## config.mk

```make
export PLATFORM = sky130hd
export DESIGN_NAME = plfs_sqrt
export DESIGN_NICKNAME = d
export VERILOG_FILES = /design/src/rtl/plfs_pkg.sv /design/src/rtl/plfs_sqrt.sv
export SDC_FILE = /design/constraint.sdc
export NUM_CORES = 1
export LEC_CHECK = 0
export ABC_CLOCK_PERIOD_IN_PS = 2600
export BUFFER_PORTS_ARGS = -buffer_cell sky130_fd_sc_hd__buf_4
export CELL_PAD_IN_SITES_DETAIL_PLACEMENT = 1
export CELL_PAD_IN_SITES_GLOBAL_PLACEMENT = 1
export CORE_MARGIN = 2
export CORE_UTILIZATION = 41
export DETAILED_ROUTE_END_ITERATION = 10
export GPL_TIMING_DRIVEN = 0
export MAX_ROUTING_LAYER = met4
export PLACE_DENSITY = 0.82
export SYNTH_ARGS = -nofsm -noshare
export SYNTH_HDL_FRONTEND = slang
export SYNTH_SLANG_ARGS = --single-unit
```

## constraint.sdc

```tcl
create_clock -name aclk -period 2.6 [get_ports aclk]
set_input_delay 0.26 -clock aclk [delete_from_list [all_inputs] [get_ports aclk]]
set_output_delay 0.26 -clock aclk [all_outputs]
set_load 0.01 [all_outputs]
```

## src/rtl/plfs_pkg.sv

```systemverilog
// Package for the point light fragment shader: widths, register indexes,
// light slot layout, unit request/response structs and small helpers.
// No dependencies.
`default_nettype none
package plfs_pkg;

    localparam int MAX_LIGHTS_DEF = 8;
    localparam int CHAN_W = 16;
    localparam int POS_W  = 32;
    localparam int DSQ_W  = 64;
    localparam int ROOT_W = 32;
    localparam int ATT_W  = 60;
    localparam int NUM_W  = 36;
    localparam int LACC_W = 14;
    localparam int S_DATA_W = 216;
    localparam int M_DATA_W = 64;
    localparam int APB_AW = 6;
    localparam int APB_DW = 64;

    // Configuration register indexes, taken from paddr[5:3].
    localparam logic [2:0] REG_AMBIENT  = 3'd0;
    localparam logic [2:0] REG_EMISSIVE = 3'd1;
    localparam logic [2:0] REG_DIFFUSE  = 3'd2;
    localparam logic [2:0] REG_TEXEL    = 3'd3;
    localparam logic [2:0] REG_LCOUNT   = 3'd4;

    // Input kinds carried on tuser.
    localparam logic KIND_LIGHT = 1'b0;
    localparam logic KIND_FRAG  = 1'b1;

    localparam logic [LACC_W-1:0] ONE_Q12  = LACC_W'(4096);
    localparam logic [LACC_W-1:0] LACC_MAX = '1;

    typedef struct packed {
        logic              is_point;
        logic [POS_W-1:0]  pos_x;
        logic [POS_W-1:0]  pos_y;
        logic [POS_W-1:0]  pos_z;
        logic [63:0]       color;
        logic [47:0]       atten;
    } light_entry_t;

    typedef struct packed {
        logic             start;
        logic [DSQ_W-1:0] radicand;
    } sqrt_req_t;

    typedef struct packed {
        logic              busy;
        logic              done;
        logic [ROOT_W-1:0] root;
    } sqrt_rsp_t;

    typedef struct packed {
        logic             start;
        logic [NUM_W-1:0] num;
        logic [ATT_W-1:0] den;
    } div_req_t;

    typedef struct packed {
        logic             busy;
        logic             done;
        logic [NUM_W-1:0] quot;
    } div_rsp_t;

    // One Q4.12 channel of a packed RGBA word.
    function automatic logic [CHAN_W-1:0] chan(input logic [63:0] w, input logic [1:0] k);
        return w[k*CHAN_W +: CHAN_W];
    endfunction

    // Product of two Q4.12 values, scaled back and saturated.
    function automatic logic [CHAN_W-1:0] sat_q12(input logic [63:0] p);
        return (p[63:28] != '0) ? '1 : p[27:12];
    endfunction

    // Light accumulator add; saturates well above 1.0 since it is clamped later.
    function automatic logic [LACC_W-1:0] acc_add(input logic [LACC_W-1:0] a,
                                                  input logic [NUM_W-1:0] b);
        logic [NUM_W:0] s;
        s = (NUM_W+1)'(a) + (NUM_W+1)'(b);
        return (s > (NUM_W+1)'(LACC_MAX)) ? LACC_MAX : s[LACC_W-1:0];
    endfunction

endpackage
`default_nettype wire

```

## src/rtl/plfs_sqrt.sv

```systemverilog
// Iterative integer square root, two radicand bits per cycle.
// Depends on plfs_pkg.
`default_nettype none
module plfs_sqrt (
    input  logic                aclk,
    input  logic                aresetn,
    input  plfs_pkg::sqrt_req_t req,
    output plfs_pkg::sqrt_rsp_t rsp
);
    import plfs_pkg::*;

    logic [DSQ_W-1:0]  rad_reg, rad_next;
    logic [ROOT_W+1:0] rem_reg, rem_next;
    logic [ROOT_W-1:0] root_reg, root_next;
    logic [4:0]        cnt_reg, cnt_next;
    logic              busy_reg, busy_next;
    logic              done_reg, done_next;
    logic [ROOT_W+3:0] rem_sh;
    logic [ROOT_W+3:0] trial;

    // One digit step: bring down two bits and try 4*root+1.
    always_comb begin
        rad_next  = rad_reg;
        rem_next  = rem_reg;
        root_next = root_reg;
        cnt_next  = cnt_reg;
        busy_next = busy_reg;
        done_next = 1'b0;
        rem_sh    = {rem_reg, rad_reg[DSQ_W-1 -: 2]};
        trial     = {2'b00, root_reg, 2'b01};
        if (req.start) begin
            rad_next  = req.radicand;
            rem_next  = '0;
            root_next = '0;
            cnt_next  = '0;
            busy_next = 1'b1;
        end else if (busy_reg) begin
            rad_next = {rad_reg[DSQ_W-3:0], 2'b00};
            if (rem_sh >= trial) begin
                rem_next  = (ROOT_W+2)'(rem_sh - trial);
                root_next = {root_reg[ROOT_W-2:0], 1'b1};
            end else begin
                rem_next  = rem_sh[ROOT_W+1:0];
                root_next = {root_reg[ROOT_W-2:0], 1'b0};
            end
            cnt_next = cnt_reg + 5'd1;
            if (cnt_reg == '1) begin
                busy_next = 1'b0;
                done_next = 1'b1;
            end
        end
    end

    always_ff @(posedge aclk) begin
        if (!aresetn) begin
            busy_reg <= 1'b0;
            done_reg <= 1'b0;
            cnt_reg  <= '0;
        end else begin
            busy_reg <= busy_next;
            done_reg <= done_next;
            cnt_reg  <= cnt_next;
        end
        rad_reg  <= rad_next;
        rem_reg  <= rem_next;
        root_reg <= root_next;
    end

    assign rsp = '{busy: busy_reg, done: done_reg, root: root_reg};

endmodule
`default_nettype wire

```

# Yosys cells after proc, flatten, opt, wreduce, memory -nomap -nowiden
# Index checks and enable logic that the tools add are counted.
# totals
regBits	137
input_bits	67
# classes
addsub	2
order_cmp	1
eq_ne	1
muxes	8
n_bitwise	2
n_reduce_logical	3
# ops
cell	n
2-to-1 mux 64 bit	2
greater-or-equal comparator 36 x 34 -> 1 bit	1
2-to-1 mux 34 bit	1
subtractor 34 bit	1
adder 5 x 1 -> 5 bit (second input constant)	1
equality test 5 bit (second input constant)	1
2-to-1 mux 1 bit	5
OR reduction 3 bit	1
inverter 1 bit	2
nonzero test 2 bit	1
OR reduction 2 bit	1

# Longest topological paths before layout
# depth
ltp_word	4
depth_mapped	13
depth_no_buf	11

# Least setup slack after synthesis
# No wires, ideal clock.
# synth_timing
path_kind	input to register
startpoint	in req[64] (netlist bit)
endpoint	reg rad_reg[0], enable pin
setup_ns	0.418
t_arrival_ns	2.301
path_slack_ns	-0.119
stages	5
path_buffers	3
path_cell_list	clkbuf_1 clkbuf_1 nor2_1 clkbuf_1 inv_1
# synth_between
elab_chain_cells	1
# synth_rtl
item	line_no	source
from (decl)	plfs_sqrt.sv:7	input plfs_pkg::sqrt_req_t req,
nonzero test 2 bit (no source line)	--	
to (signal assigned)	plfs_sqrt.sv:64	rad_reg <= rad_next;
to (decl)	plfs_sqrt.sv:12	logic [DSQ_W-1:0] rad_reg, rad_next;
# Every way passes these cells.
# A chain may end at the register's enable or synchronous reset.

# Worst setup path after layout
# layout_timing
startpoint	reg root_reg[7]
endpoint	reg rem_reg[22]
# layout_between
elab_chain_cells	2
word_cells_on_any_way	3
classes_between	add/sub: 1; order compare: 1; mux: 1
# layout_rtl
item	line_no	source
from (decl)	plfs_sqrt.sv:14	logic [ROOT_W-1:0] root_reg, root_next;
from (signal assigned)	plfs_sqrt.sv:66	root_reg <= root_next;
subtractor 34 bit or greater-or-equal comparator 36 x 34 -> 1 bit (tied branches)	plfs_sqrt.sv:40, plfs_sqrt.sv:39	
2-to-1 mux 34 bit *	plfs_sqrt.sv:39	if (rem_sh >= trial) begin
to (signal assigned)	plfs_sqrt.sv:65	rem_reg <= rem_next;
to (decl)	plfs_sqrt.sv:13	logic [ROOT_W+1:0] rem_reg, rem_next;
# Every way passes the cells marked *; elsewhere a longest branch is shown, timed or not.

==> impl_metrics.tcl <==
set metrics [dict create \
    run_status "finished with violations" \
    violations "negative setup slack" \
    relSlewSlack_pct 33.20 \
    cts.sinks 137 \
    critPathCaptureType "flip-flop" \
    finalNetCount 992 \
    met3_usage_pct 5.836 \
    fillCellCount 1900 \
    largest_register_ffs 64 \
    yosysTopAreaCellShare_pct 25.85 \
    met2_usage_pct 39.11 \
    hold_class "in2reg" \
    layout-drive-gt1-share_pct 45.68 \
    first_iter_violations 366 \
    fmax_ghz 0.3370 \
    fp.dieW_um 138.7 \
    die_h_um 138.7 \
    startpoint "root_reg[7]" \
    ys_ff_latch 137 \
    fin_area_sq_um 10200 \
    dpl.hpwl_mm 14.11 \
    syn-num-nets 826 \
    power.density_nw_per_um2 1445 \
    p_sw_uw 6758 \
    synthCells 723 \
    grt_busiest_layer "met2" \
    areaGrowthSynthToFinish_pct 37.28 \
    tightest_slew_ps 1002 \
    crit_path_start_kind "flip-flop" \
    fin_util_pct 57.00 \
    syn_area_sq_um 7433 \
    ff2ff_path_depth 14 \
    reg2reg_slack_ps -370 \
    core_area_sq_um 17900 \
    rsz0062_at_grt "true" \
    final_cell_mix "buf_4 (144), nor2_1 (86), edfxtp_1 (64), mux2_2 (62), dfxtp_1 (42)" \
    grtUsageMet1_pct 28.27 \
    netlist_top_cells_area "edfxtp_1 (26%), dfxtp_1 (20%), mux2_2 (9.4%)" \
    skew_ps 15.74 \
    wl_per_cell_um 23.08 \
    hold_viol_final 0 \
    seqPwrFrac_pct 19.4 \
    cts_tree "done" \
    period_minus_slack_ps 2967 \
    ys_warn_count 0 \
    via_per_inst 5.767 \
    cts_root_buf "clkbuf_16" \
    crit_arrival_ps 3280 \
    synth_edf_count 64 \
    syn_avg_cell_area_sq_um 10.28 \
    worst_ir_drop_vdd_mv 1.057 \
    remaining_drc_errors 0 \
    antenna_left 0 \
    cp_max_fo 6 \
    whs_ps 49.19 \
    pwr-share-clk_pct 15.9 \
    rr_endpoint "rem_reg[22]" \
    worstPathRequired_ps 2910 \
    grt_pass1_vias 6595 \
    clk_latency_ps 440 \
    fin_ws_ps -367.4 \
    combPwrFrac_pct 64.7 \
    synthFlopType "dfxtp_1" \
    async_flop_share_pct 0 \
    antennaDiodeCount 0 \
    dieArea_sq_um 19220 \
    grt.total_usage_pct 23.42 \
    ys_seq_area_share_pct 45.51 \
    hp-start "aresetn" \
    htreeDepth 4 \
    min_path_cells 2 \
    grt_max_degree 33 \
    timing.rr.start "root_reg[7]" \
    internal_power_uw 7987 \
    drt_wl_total_mm 26.11 \
    port_buffers 99 \
    clk_pin_slew_ps 70 \
    antenna_found_initial 0 \
    clk_path_buf_depth 2 \
    place.gp.congestion 0.8343 \
    top_level_ports 101 \
    path_class "reg2reg" \
    leakagePower_uw 0.003989 \
    synth_cell_types 57 \
    cap_violations 0 \
    finalSetupTns_ps -9269 \
    layout_commonest_cell "buf_4" \
    sw_frac_of_total_pct 45.83 \
    yosys.area.top_type "edfxtp_1" \
    dr.pass1.iters 4 \
    place_area_sq_um 8467 \
    holdPathEnd "busy_reg" \
    grt_first_pass_wirelength_mm 34.87 \
    via_count 6523 \
    cts_made_buffers 17 \
    slew_viol_final 0 \
    period_share_pct 114.1 \
    rows 49 \
    setup_viol 35 \
    grt_overflow 0 \
    start_util_pct 41.52 \
]
-- through the flow --
step,std cells,setup slack [ps],power (uW)
3_3_place_gp,1051,-942.0,8361
4_1_cts,1106,-53.77,11980
2_1_floorplan,723,110.9,7091
6_report,1131,-367.4,14740
3_5_place_dp,1051,-947.0,8492
5_1_grt,1131,-418.3,15270
-- power groups by stage --
| stage | registers (uW) | clock network (uW) | logic, uW |
|---|---|---|---|
| floorplan | 2750 | 0 | 4340 |
| global placement | 2810 | 0 | 5550 |
| detailed placement | 2820 | 0 | 5670 |
| CTS | 2800 | 2370 | 6810 |
| global route | 2880 | 2470 | 9910 |
| finish | 2860 | 2340 | 9540 |
-- repair_timing --
item                                    CTS  global route
hold buffers                              0             0
gates resized for setup                  71           142
endpoints found under the setup margin   99            83
gates cloned                              5             2
pin swaps                                20            70
setup buffers                            19            24
-- cell families after synthesis --
logic type,synth area share (%)
compound gates,14.07
xor+xnor,3.770
fa+ha+maj,6.060
buf+inv,4.982
flops,45.51
mux,14.78
simple gates,10.82
-- area by class of cell --
class | instances | area, sq um | area share (%)
Timing Repair Buffer | 145 | 1117 | 10.95
Clock buffer | 18 | 429.2 | 4.205
Inverter | 45 | 172.7 | 1.692
Tap cell | 229 | 286.5 | 2.808
Buffer | 38 | 239.0 | 2.342
Timing Repair inverter | 3 | 22.52 | 0.2207
Clock inverter | 14 | 125.1 | 1.226
Multi-Input combinational cell | 502 | 4378 | 42.90
Sequential cell | 137 | 3435 | 33.66
-- how the worst max path moves through the flow --
stage / end / slack [ps] / cells after the start
2_1_floorplan: rad_reg[0] / 110 / 5
3_3_place_gp: rad_reg[48] / -940 / 5
3_5_place_dp: rad_reg[50] / -950 / 5
4_1_cts: rem_reg[31] / -50 / 13
5_1_grt: rem_reg[2] / -420 / 14
6_report: rem_reg[22] / -370 / 14
-- worst max-delay path: stages, from the launching register on --
cell and delay (ps):
dfxtp_2 370, inv_1 100, ha_4 320, nand4_1 120, buf_4 180, buf_4 130
nor2_2 160, nand4_1 200, a311oi_2 330, buf_4 200, a21oi_4 80, buf_6 180
clkbuf_16 160, a32oi_1 200, o21ai_1 100
-- synthesized netlist by cell type (13+ instances only) --
cell	instances
mux2i_1	40
inv_1	45
a211oi_1	24
xor2_1	13
dfxtp_1	73
a21oi_1	46
nand2_1	31
nor2_1	100
clkbuf_1	21
ha_1	36
xnor2_1	19
o21ai_0	17
edfxtp_1	64
mux2_2	62
-- layer usage --
layer  vias to the layer above  wire (um)
met1                      3242      10560
met5                         -          0
met3                        91       1464
met2                       257      13050
li1                       2933          -
met4                         0       1040
Power figures use the tool's default switching activity.
