===== src/rtl/plfs_pkg.sv =====
// Package for the point light fragment shader: widths, register indexes,
// light slot layout, unit request/response structs and small helpers.
// No dependencies.
`default_nettype none
package plfs_pkg;

    localparam int MAX_LIGHTS_DEF = 8;
    localparam int CHAN_W = 16;
    localparam int POS_W  = 32;
    localparam int DSQ_W  = 64;
    localparam int ROOT_W = 32;
    localparam int ATT_W  = 60;
    localparam int NUM_W  = 36;
    localparam int LACC_W = 14;
    localparam int S_DATA_W = 216;
    localparam int M_DATA_W = 64;
    localparam int APB_AW = 6;
    localparam int APB_DW = 64;

    // Configuration register indexes, taken from paddr[5:3].
    localparam logic [2:0] REG_AMBIENT  = 3'd0;
    localparam logic [2:0] REG_EMISSIVE = 3'd1;
    localparam logic [2:0] REG_DIFFUSE  = 3'd2;
    localparam logic [2:0] REG_TEXEL    = 3'd3;
    localparam logic [2:0] REG_LCOUNT   = 3'd4;

    // Input kinds carried on tuser.
    localparam logic KIND_LIGHT = 1'b0;
    localparam logic KIND_FRAG  = 1'b1;

    localparam logic [LACC_W-1:0] ONE_Q12  = LACC_W'(4096);
    localparam logic [LACC_W-1:0] LACC_MAX = '1;

    typedef struct packed {
        logic              is_point;
        logic [POS_W-1:0]  pos_x;
        logic [POS_W-1:0]  pos_y;
        logic [POS_W-1:0]  pos_z;
        logic [63:0]       color;
        logic [47:0]       atten;
    } light_entry_t;

    typedef struct packed {
        logic             start;
        logic [DSQ_W-1:0] radicand;
    } sqrt_req_t;

    typedef struct packed {
        logic              busy;
        logic              done;
        logic [ROOT_W-1:0] root;
    } sqrt_rsp_t;

    typedef struct packed {
        logic             start;
        logic [NUM_W-1:0] num;
        logic [ATT_W-1:0] den;
    } div_req_t;

    typedef struct packed {
        logic             busy;
        logic             done;
        logic [NUM_W-1:0] quot;
    } div_rsp_t;

    // One Q4.12 channel of a packed RGBA word.
    function automatic logic [CHAN_W-1:0] chan(input logic [63:0] w, input logic [1:0] k);
        return w[k*CHAN_W +: CHAN_W];
    endfunction

    // Product of two Q4.12 values, scaled back and saturated.
    function automatic logic [CHAN_W-1:0] sat_q12(input logic [63:0] p);
        return (p[63:28] != '0) ? '1 : p[27:12];
    endfunction

    // Light accumulator add; saturates well above 1.0 since it is clamped later.
    function automatic logic [LACC_W-1:0] acc_add(input logic [LACC_W-1:0] a,
                                                  input logic [NUM_W-1:0] b);
        logic [NUM_W:0] s;
        s = (NUM_W+1)'(a) + (NUM_W+1)'(b);
        return (s > (NUM_W+1)'(LACC_MAX)) ? LACC_MAX : s[LACC_W-1:0];
    endfunction

endpackage
`default_nettype wire


===== src/rtl/plfs_div.sv =====
// Iterative restoring divider, one quotient bit per cycle.
// Depends on plfs_pkg.
`default_nettype none
module plfs_div (
    input  logic               aclk,
    input  logic               aresetn,
    input  plfs_pkg::div_req_t req,
    output plfs_pkg::div_rsp_t rsp
);
    import plfs_pkg::*;

    logic [NUM_W-1:0] quo_reg, quo_next;
    logic [ATT_W-1:0] rem_reg, rem_next;
    logic [ATT_W-1:0] den_reg, den_next;
    logic [5:0]       cnt_reg, cnt_next;
    logic             busy_reg, busy_next;
    logic             done_reg, done_next;
    logic [ATT_W:0]   rem_sh;

    // Shift the next dividend bit into the remainder and try a subtract.
    always_comb begin
        quo_next  = quo_reg;
        rem_next  = rem_reg;
        den_next  = den_reg;
        cnt_next  = cnt_reg;
        busy_next = busy_reg;
        done_next = 1'b0;
        rem_sh    = {rem_reg, quo_reg[NUM_W-1]};
        if (req.start) begin
            quo_next  = req.num;
            rem_next  = '0;
            den_next  = req.den;
            cnt_next  = '0;
            busy_next = 1'b1;
        end else if (busy_reg) begin
            if (rem_sh >= {1'b0, den_reg}) begin
                rem_next = ATT_W'(rem_sh - {1'b0, den_reg});
                quo_next = {quo_reg[NUM_W-2:0], 1'b1};
            end else begin
                rem_next = rem_sh[ATT_W-1:0];
                quo_next = {quo_reg[NUM_W-2:0], 1'b0};
            end
            cnt_next = cnt_reg + 6'd1;
            if (cnt_reg == 6'(NUM_W - 1)) begin
                busy_next = 1'b0;
                done_next = 1'b1;
            end
        end
    end

    always_ff @(posedge aclk) begin
        if (!aresetn) begin
            busy_reg <= 1'b0;
            done_reg <= 1'b0;
            cnt_reg  <= '0;
        end else begin
            busy_reg <= busy_next;
            done_reg <= done_next;
            cnt_reg  <= cnt_next;
        end
        quo_reg <= quo_next;
        rem_reg <= rem_next;
        den_reg <= den_next;
    end

    assign rsp = '{busy: busy_reg, done: done_reg, quot: quo_reg};

endmodule
`default_nettype wire


===== config.mk =====
export PLATFORM = sky130hd
export DESIGN_NAME = plfs_div
export DESIGN_NICKNAME = d
export VERILOG_FILES = /design/src/rtl/plfs_pkg.sv /design/src/rtl/plfs_div.sv
export SDC_FILE = /design/constraint.sdc
export NUM_CORES = 1
export LEC_CHECK = 0
export CORE_ASPECT_RATIO = 0.6
export CORE_UTILIZATION = 60
export DETAILED_ROUTE_END_ITERATION = 8
export DONT_BUFFER_PORTS = 1
export GPL_ROUTABILITY_DRIVEN = 0
export HOLD_SLACK_MARGIN = 0.12
export PLACE_DENSITY = 0.76
export RECOVER_POWER = 50
export SYNTH_ARGS = -nofsm -noshare
export SYNTH_HDL_FRONTEND = slang
export SYNTH_SLANG_ARGS = --single-unit

===== constraint.sdc =====
create_clock -name aclk -period 4.13 [get_ports aclk]
set_clock_uncertainty 0.15 [all_clocks]
set_input_delay 0.413 -clock aclk [delete_from_list [all_inputs] [get_ports aclk]]
set_output_delay 0.413 -clock aclk [all_outputs]
set_load 0.02 [all_outputs]

* Word level (Yosys, flattened, before mapping)
Cells that the tools add are included.
** Storage, ports and cells
- Word-level logic and storage cells :: 23
- Register bits :: 164
- Input port bits :: 99
- Output and inout port bits :: 38
** Cells by class
- Reduce and logical (&&, ||, !) cells :: 3
- $add $sub $neg :: 2
- Bitwise operators :: 2
- Multiplexer cells :: 8
- Magnitude comparators :: 1
- Equality and inequality tests :: 1
** Operators by type and width (count)
- 2-to-1 mux 36 bit :: 2
- greater-or-equal comparator 61 x 60 -> 1 bit :: 1
- 2-to-1 mux 60 bit :: 1
- subtractor 60 bit :: 1
- adder 6 x 1 -> 6 bit (second input constant) :: 1
- equality test 6 bit (second input constant) :: 1
- 2-to-1 mux 1 bit :: 5
- OR reduction 3 bit :: 1
- inverter 1 bit :: 2
- nonzero test 2 bit :: 1
- OR reduction 2 bit :: 1

* Depth between registers and ports, before layout
- Word-level depth :: 4
- Depth in mapped cells :: 15
- Gate-level depth less buffers :: 13

* Worst setup path before layout
Ideal clock, no wire load.
- Path type :: reg2reg
- Start point :: register quo_reg[35]
- End point :: register rem_reg[34]
- Cell stages (with the launch flop) :: 14
- Data arrival time :: 2.969 ns
- Required time :: 3.902 ns
- Clock period less this slack :: 3.197 ns
- Path slack :: 0.933 ns
- Library setup time :: 0.078 ns
- Path buffers :: 0
- Path through :: edfxtp_1 > inv_1 > ha_1 > fa_1 > nand2b_1 > a21oi_2 > o2111ai_1 > a211oi_2 > o21ai_1 > nand2b_1 > a21oi_1 > mux2_1 > o311a_1 > nor3_1
** On the way
- Cells in the longest elaborated chain, start to end :: 2
- Elaborated cells between the ends (all ways) :: 3
- Those cells by class :: 1 x add/sub; 1 x order compare; 1 x mux
** RTL lines
- start: declaration :: line plfs_div.sv:12 : logic [NUM_W-1:0] quo_reg, quo_next;
- start signal: assignment :: line plfs_div.sv:61 : quo_reg <= quo_next;
- subtractor 60 bit or greater-or-equal comparator 61 x 60 -> 1 bit (tied branches) :: line plfs_div.sv:37, plfs_div.sv:36
- 2-to-1 mux 60 bit (*) :: line plfs_div.sv:36 : if (rem_sh >= {1'b0, den_reg}) begin
- end signal: assignment :: line plfs_div.sv:62 : rem_reg <= rem_next;
- end: declaration :: line plfs_div.sv:13 : logic [ATT_W-1:0] rem_reg, rem_next;
Mark *: on every way between the ends. The rest lies on a longest branch, timed or not.
A chain may end at the register's enable or synchronous reset.

* Worst setup path in the final report
- Start point :: register quo_reg[35]
- End point :: register rem_reg[54]
The elaborated chain is that of the path after synthesis.

==> results.sh <==
export IMPL_syn_inst=1092
export IMPL_grt_max_degree=142
export IMPL_slew_headroom_pct=-120
export IMPL_synthDistinctLibCells=76
export IMPL_place_ws_ns=0.578
export IMPL_ys_async_sr_fraction_pct=0
export IMPL_cp_depth=13
export IMPL_start_util_pct=62.0
export IMPL_critPathBufInv=1
export IMPL_synth_top_family_by_area="compound AO/OA/AOI/OAI gates"
export IMPL_path_max_fanout=4
export IMPL_worstSetupStartpoint="quo_reg[35]"
export IMPL_worstMarginPinSlew_ns=3.30
export IMPL_status="finished, violations left"
export IMPL_synthMuxAreaShare_pct=5.68
export IMPL_finalHoldViolCount=0
export IMPL_finalCritPeriodShare_pct=90.8
export IMPL_io_pins=137
export IMPL_setup_violations=0
export IMPL_antenna_found_initial=0
export IMPL_grt_overflow=0
export IMPL_violations="capacitance limit, slew limit"
export IMPL_dr_pass1_iters=5
export IMPL_cellPowerDensity_mw_per_mm2=403
export IMPL_crit_arrival_ns=3.76
export IMPL_drive_gt1_share_pct=7.76
export IMPL_final_cells=1400
export IMPL_drc=0
export IMPL_cts_tree="built"
export IMPL_rsz0062_at_grt="no"
export IMPL_routed_wl_um=26300
export IMPL_dp_hpwl_um=17300
export IMPL_cts_sinks=164
export IMPL_antenna_left=0
export IMPL_grt_pass1_vias=7756
export IMPL_syn2layout_area_growth_pct=16.1
export IMPL_root_buffer="clkbuf_16"
export IMPL_timing_rr_start="quo_reg[35]"
export IMPL_synth_edf_count=96
export IMPL_period_needed_ns=3.75
export IMPL_critPathSlowestCell="edfxtp_1"
export IMPL_yosys_area_share_simple_pct=13.6
export IMPL_cp_start_kind="flip-flop"
export IMPL_synthXorXnorAreaFrac_pct=5.00
export IMPL_syn_cell_area_mm2=0.0102
export IMPL_fmaxAchievable_mhz=267
export IMPL_fin_ws_ns=0.380
export IMPL_syn_num_nets=1253
export IMPL_crit_chain="inv_1 -> ha_1 -> fa_1 -> nand2b_1 -> a21oi_2 -> o2111ai_1 -> a211oi_2 -> o21ai_1 -> o211ai_1 -> a21oi_1 -> xnor2_1 -> mux2i_1 -> a211oi_1"
export IMPL_via_per_inst=6.16
export IMPL_die_h_um=103
export IMPL_required_ns=4.14
export IMPL_rows=36
export IMPL_post_cts_buffers=0
export IMPL_slew_viol_final=142
export IMPL_cpLargestDelayFamily="compound AO/OA/AOI/OAI gates"
export IMPL_power_leakage_nw=4.82
export IMPL_critPathCapture="rem_reg[54]"
export IMPL_die_area_mm2=0.0175
export IMPL_max_clock_path_buffers=2
export IMPL_synth_seq_cells=164
export IMPL_num_antenna_cells=0
export IMPL_clk_pin_slew_ns=0.07
export IMPL_crit_type="flip-flop to flip-flop"
export IMPL_drt_iter0_drc=994
export IMPL_ys_seq_area_share_pct=41.8
export IMPL_synth_warnings=0
export IMPL_hp_class="input port to flip-flop"
export IMPL_endpoint_kind="flip-flop"
export IMPL_cts_buffers=17
export IMPL_syn_avg_cell_area_um2=9.30
export IMPL_dp_cells=1269
export IMPL_grtUsageTotal_pct=30.5
export IMPL_fin_nets=1320
export IMPL_timing_hold_ws_ns=0.156
export IMPL_setup_tns_ns=0
export IMPL_synthAdderAreaFrac_pct=7.71
export IMPL_wire_per_inst_um=18.8
export IMPL_layout_common_cells="nor2_1, a21oi_1, dlygate4sd3_1"
export IMPL_coreArea_mm2=0.0164
export IMPL_cts_htree_levels=4
export IMPL_synth_compound_area_share_pct=20.8
export IMPL_p_total_mw=4.76
export IMPL_final_common_cell="nor2_1"
export IMPL_grt_pass1_wl_um=41000
export IMPL_r2r_end="rem_reg[54]"
export IMPL_clock_latency_ns=0.44
export IMPL_die_w_um=170
export IMPL_reg2regPathDepth=13
export IMPL_drv_cap=1
export IMPL_regToRegSetupSlack_ns=0.38
export IMPL_synthFlopType="edfxtp_1"
export IMPL_via_count=8623
export IMPL_max_stage_delay_ns=0.53
export IMPL_vdd_drop_max_mv=0.307
export IMPL_portBuffers=0
[through the flow]
step	util [%]	instance area, µm²
after floorplan	-	10200
after global placement	62.5	10300
after detailed placement	62.5	10300
after CTS	72.1	11800
after global routing	71.9	11800
final	71.9	11800
[synthesized netlist by cell type (26+ instances only)]
master,count,area share [%]
xor2_1,32,2.8
a21oi_1,115,5.7
mux2_2,35,3.9
edfxtp_1,96,28
a21o_1,27,2.0
o21ai_0,26,1.3
dfxtp_1,68,13
nor2_1,124,4.6
ha_1,61,7.5
o21ai_1,31,1.5
inv_1,78,2.9
xnor2_1,26,2.2
a211oi_1,44,3.3
nand2_1,66,2.4
nand4_1,28,1.7
clkbuf_1,38,1.4
[metal layers]
| metal | track usage, % | routed length [µm] | vias up |
|---|---|---|---|
| met5 | 0 | 0 | - |
| met4 | 6.93 | 251 | 0 |
| met3 | 7.49 | 2470 | 26 |
| met2 | 41.9 | 10700 | 435 |
| met1 | 47.4 | 12900 | 4038 |
| li1 | - | - | 4124 |
[how the worst min path moves through the flow]
stage	from	to	slack, ns	depth (start not counted)
finish	aresetn	cnt_reg[5]	0.16	2
global route	req[96]	rem_reg[33]	0.18	2
CTS	aresetn	cnt_reg[5]	0.14	2
detailed placement	cnt_reg[5]	cnt_reg[5]	0.34	2
global placement	cnt_reg[5]	cnt_reg[5]	0.33	2
floorplan	cnt_reg[5]	done_reg	0.29	2
[power breakdown]
group,internal (mW),total [mW],switching [mW],leakage [nW]
clock,0.835,1.53,0.696,0.267
combinational,0.489,1.20,0.715,3.05
sequential,1.89,2.02,0.134,1.51
[layout make-up]
type	count	area, µm²
inverters	78	293
fillers	1276	4600
repair buffers	105	1040
clock buffers	18	429
clock inverters	14	126
multi-input cells	793	5370
flip-flops and latches	164	4240
well taps	228	285
[cell families (layout without fill, tap and decap cells)]
family | Yosys count | in the layout
AO/OA/AOI/OAI | 327 | 327
AND/OR/NAND/NOR | 293 | 293
flip-flops | 164 | 164
buffers and inverters | 135 | 215
adder cells (fa/ha/maj) | 62 | 62
XOR/XNOR | 58 | 58
multiplexers | 53 | 53
[timing repair]
item | CTS | global route
resized for setup | 0 | 0
setup endpoints to repair | 0 | 0
endpoints found under the hold margin | 201 | 0
hold buffers | 99 | 0
[worst reg2reg max path, stage by stage (launching register included)]
cell and delay [ns]:
edfxtp_1 0.53, inv_1 0.09, ha_1 0.24, fa_1 0.42
nand2b_1 0.20, a21oi_2 0.23, o2111ai_1 0.21, a211oi_2 0.29
o21ai_1 0.22, o211ai_1 0.38, a21oi_1 0.14, xnor2_1 0.14
mux2i_1 0.15, a211oi_1 0.10
Note: power is estimated with default switching activity, not from simulation.
